$ cat config.mk
export PLATFORM = sky130hd
export DESIGN_NAME = sacr_ram
export DESIGN_NICKNAME = d
export VERILOG_FILES = /design/src/hw/rtl/sacr_ram.sv
export SDC_FILE = /design/constraint.sdc
export NUM_CORES = 1
export LEC_CHECK = 0
export BUFFER_PORTS_ARGS = -buffer_cell sky130_fd_sc_hd__buf_4
export CORE_MARGIN = 2
export CORE_UTILIZATION = 55
export DETAILED_ROUTE_END_ITERATION = 8
export PLACE_DENSITY = 0.73
export SYNTH_ARGS = -nofsm -noshare
export SYNTH_HDL_FRONTEND = slang
export SYNTH_SLANG_ARGS = --single-unit
$ cat constraint.sdc
create_clock -name clk_i -period 2 [get_ports clk_i]
set_input_delay 0 -clock clk_i [delete_from_list [all_inputs] [get_ports clk_i]]
set_output_delay 0 -clock clk_i [all_outputs]
set_load 0.005 [all_outputs]
$ cat src/hw/rtl/sacr_ram.sv
// ----------------------------------------------------------------------------
// sacr_ram
// Generic single-write, single-read synchronous RAM with registered read.
// ----------------------------------------------------------------------------
module sacr_ram #(
  parameter int Width = 8,
  parameter int Depth = 16
) (
  input  logic                     clk_i,
  input  logic                     we_i,
  input  logic [$clog2(Depth)-1:0] waddr_i,
  input  logic [Width-1:0]         wdata_i,
  input  logic                     re_i,
  input  logic [$clog2(Depth)-1:0] raddr_i,
  output logic [Width-1:0]         rdata_o
);

  logic [Width-1:0] mem_q [Depth];
  logic [Width-1:0] rdata_q;

  always_ff @(posedge clk_i) begin
    if (we_i) begin
      mem_q[waddr_i] <= wdata_i;
    end
  end

  always_ff @(posedge clk_i) begin
    if (re_i) begin
      rdata_q <= mem_q[raddr_i];
    end
  end

  assign rdata_o = rdata_q;

endmodule

Word level (Yosys, flattened, before mapping)
Memory sizes are Yosys's and may differ from the RTL's. A register that Yosys moved wholly into a read port is not among the register bits.
Index checks and enable logic that the tools add are counted.
{"block": "totals", "regBits": 0, "latch_bits": 0, "ramBits": 128, "romBits": 0, "input_bits": 19, "memories": 1}
{"memory": "mem_q", "words": 16, "word_bits": 8, "rd": 1, "rd_ports_with_merged_regs": 1, "write_ports": 1, "line": "18", "rtl": "logic [Width-1:0] mem_q [Depth];"}
{"block": "op_classes", "n_addsub": 0, "mul": 0, "div_mod_pow": 0, "order_cmp": 0, "n_eq_ne": 0, "shifts": 0, "mux": 2, "bitwise": 0, "n_reduce_logical": 0}
{"operator": "1-bit 2-to-1 mux", "count": 2}

Longest topological paths before layout
{"block": "depth", "depth_word": 2, "mapped_depth": 5, "ltp_nobuf": 3}

Worst setup path before layout
No wires, ideal clock.
{"block": "synth_timing", "path_type": "input-to-reg", "start": "input waddr_i[2]", "end": "memory mem_q[0][0] (enable)", "t_arrival_ns": 1.110, "path_slack_ns": 0.507, "cell_stages": 2, "n_path_buf": 0, "cell_sequence": "or3b_2 -> nor3_1"}
{"item": "start, declared", "line": "11", "rtl": "input logic [$clog2(Depth)-1:0] waddr_i,"}
{"item": "end, declared", "line": "18"}
Straight into the memory's write port.

==> flow_metrics.env <==
export IMPL_core_mm2=0.00924
export IMPL_end_kind="flop"
export IMPL_syn_to_final_growth_pct=20.9
export IMPL_status="complete, no violations"
export IMPL_initial_core_util_pct=56.6
export IMPL_timing_final_ws_setup_ns=0.443
export IMPL_wl_um=9500
export IMPL_place_ws_ns=0.408
export IMPL_synthesis_area_mm2=0.00523
export IMPL_drive_above_1_share_pct=31.3
export IMPL_n_antenna_cell=0
export IMPL_yosys_warnings=0
export IMPL_met3_length_um=614
export IMPL_synthCells=229
export IMPL_dr_wl_met2_um=4700
export IMPL_synth_nets=248
export IMPL_seqCellArea_mm2=0.00408
export IMPL_layout_commonest_cell="edfxtp_1"
export IMPL_final_cell_mix="edfxtp_1 (136), buf_4 (44), mux4_2 (18)"
export IMPL_final_nets=313
export IMPL_final_setup_viol_count=0
export IMPL_numPortBuffers=26
export IMPL_powerDensity_mw_per_mm2=1020
export IMPL_hold_viol=0
export IMPL_slew_headroom_pct=50.6
export IMPL_tightest_slew_ns=0.738
export IMPL_wl_met1_um=3930
export IMPL_irDropWorstVdd_uv=580
export IMPL_dpl_cell_count=393
export IMPL_dpl_hpwl_um=5830
export IMPL_r2r_slack_ns=0.44
export IMPL_post_cts_repair_setup_buffers=0
export IMPL_synth_seq_cells=136
export IMPL_rsz0062_at_grt="no"
export IMPL_dieArea_mm2=0.0103
export IMPL_synth_distinct_cells=18
export IMPL_ctsHoldBuffers=11
export IMPL_vias=2491
export IMPL_placed_area_mm2=0.00565
export IMPL_skew_ns=0.0109
export IMPL_fp_row_count=35
export IMPL_routedWlPerCell_um=21.8
export IMPL_grt_pass1_vias=2650
export IMPL_overflow=0
export IMPL_ys_seq_area_share_pct=78.1
export IMPL_min_path_type="in2reg"
export IMPL_worstPathMaxFanout=1
export IMPL_die_y_um=101
export IMPL_grt_start_max_net_pins=33
export IMPL_die_x_um=101
export IMPL_clock_latency_ns=0.51
export IMPL_numCtsBuffers=17
export IMPL_fillers=577
export IMPL_cp_arrival_ns=1.80
export IMPL_cts_tree="yes"
export IMPL_cp_required_ns=2.24
export IMPL_worst_setup_path_start_kind="flop"
export IMPL_first_pass_iters=4
export IMPL_cts_root_buf="clkbuf_8"
export IMPL_cts_resized=0
export IMPL_period_needed_ns=1.56
export IMPL_cts_sink_count=136
export IMPL_final_area_mm2=0.00632
export IMPL_grt_usage_pct=21.0
export IMPL_report_final_slew_viol_count=0
export IMPL_clock_fmax_mhz=642
export IMPL_pin_count=27
export IMPL_gp_congestion=0.741
export IMPL_setup_tns_final_ns=0
export IMPL_antenna_found_initial=0
export IMPL_maxCapViolations=0
export IMPL_syn_avg_cell_area_um2=22.8
export IMPL_period_share_pct=77.9
export IMPL_stdcell_count=436
export IMPL_top_layer_used="met4"
export IMPL_grt_pass1_wl_um=14900
export IMPL_drt_iter0_drc=214
export IMPL_via_per_inst=5.71
export IMPL_clock_path_buffers=2
export IMPL_multiInputGateArea_mm2=0.00106
export IMPL_p_leak_nw=2.15
export IMPL_htreeDepth=4
export IMPL_crit_type="reg2reg"
export IMPL_cts_reportedPaths_clkPinSlew_ns=0.06
export IMPL_route_detailed_drc=0
export IMPL_ant_nets=0
## logic make-up (layout without fill, tap and decap cells)
family | after synthesis | count (layout) | share of synthesized area [%]
AO/OA/AOI/OAI | 16 | 16 | 2.30
flip-flops | 136 | 136 | 78.1
multiplexers | 32 | 32 | 14.8
buffers and inverters | 10 | 88 | 1.65
AND/OR/NAND/NOR | 35 | 35 | 3.14
## final timing paths
kind,startpoint,endpoint,cells past startpoint
worst max-delay path,mem_q[9][5],rdata_o[5],3
worst max register to register,mem_q[9][5],rdata_o[5],3
worst min-delay path,waddr_i[1],mem_q[4][0],3
worst min register to register,mem_q[7][2],rdata_o[2],3
## where the power goes
part	internal (mW)	switching [mW]	leakage, nW
clock	1.67	1.20	0.270
combinational	0.154	0.163	0.649
sequential	3.21	0.0178	1.24
## Yosys cell counts
| cell | number | share of area, % |
|---|---|---|
| buf_4 | 1 | 0.14 |
| or3b_2 | 1 | 0.17 |
| mux4_2 | 18 | 7.8 |
| nor3_1 | 4 | 0.38 |
| nand3_1 | 1 | 0.096 |
| edfxtp_1 | 136 | 78 |
| and2b_1 | 1 | 0.14 |
| clkdlybuf4s25_2 | 3 | 0.57 |
| nand2_1 | 9 | 0.65 |
| buf_2 | 3 | 0.29 |
| a22oi_1 | 16 | 2.3 |
| nor2_1 | 13 | 0.93 |
| mux4_1 | 14 | 7.0 |
| and2_1 | 1 | 0.12 |
| nand2b_1 | 2 | 0.24 |
| nor2b_1 | 1 | 0.12 |
| nand3b_1 | 2 | 0.29 |
| buf_6 | 3 | 0.65 |
## registers in the layout, indices dropped and copies added, names as in the netlist
signal,cells
rdata_o,8
mem_q,128
## worst max-delay path: stages, from the launching register on
cell and delay (ns):
edfxtp_1 0.36, mux4_1 0.51, a22oi_1 0.32, nand2_1 0.11
## area by class of cell
| cell class | count | area share (%) |
|---|---|---|
| tap | 129 | 2.55 |
| multi-input combinational | 83 | 16.7 |
| sequential | 136 | 64.6 |
| clock buffer | 17 | 6.55 |
| clock inverter | 15 | 2.26 |
| timing repair buffer | 56 | 7.29 |
## per-layer routing
layer  global-route usage, %  up-vias
li1                        -     1113
met1                    29.1     1265
met2                    31.8       99
met3                    6.14       14
met4                    8.94        0
met5                       0        -
## metrics by stage
| step | hold slack (ns) | utilization, % | power (mW) |
|---|---|---|---|
| after floorplan | 0.0989 | - | 3.45 |
| after global placement | 0.301 | 61.2 | 3.58 |
| after detailed placement | 0.310 | 61.2 | 3.59 |
| after CTS | 0.00103 | 68.4 | 6.46 |
| after global routing | 0.0186 | 68.4 | 6.62 |
| final | 0.0276 | 68.4 | 6.42 |
Power figures use the tool's default switching activity.
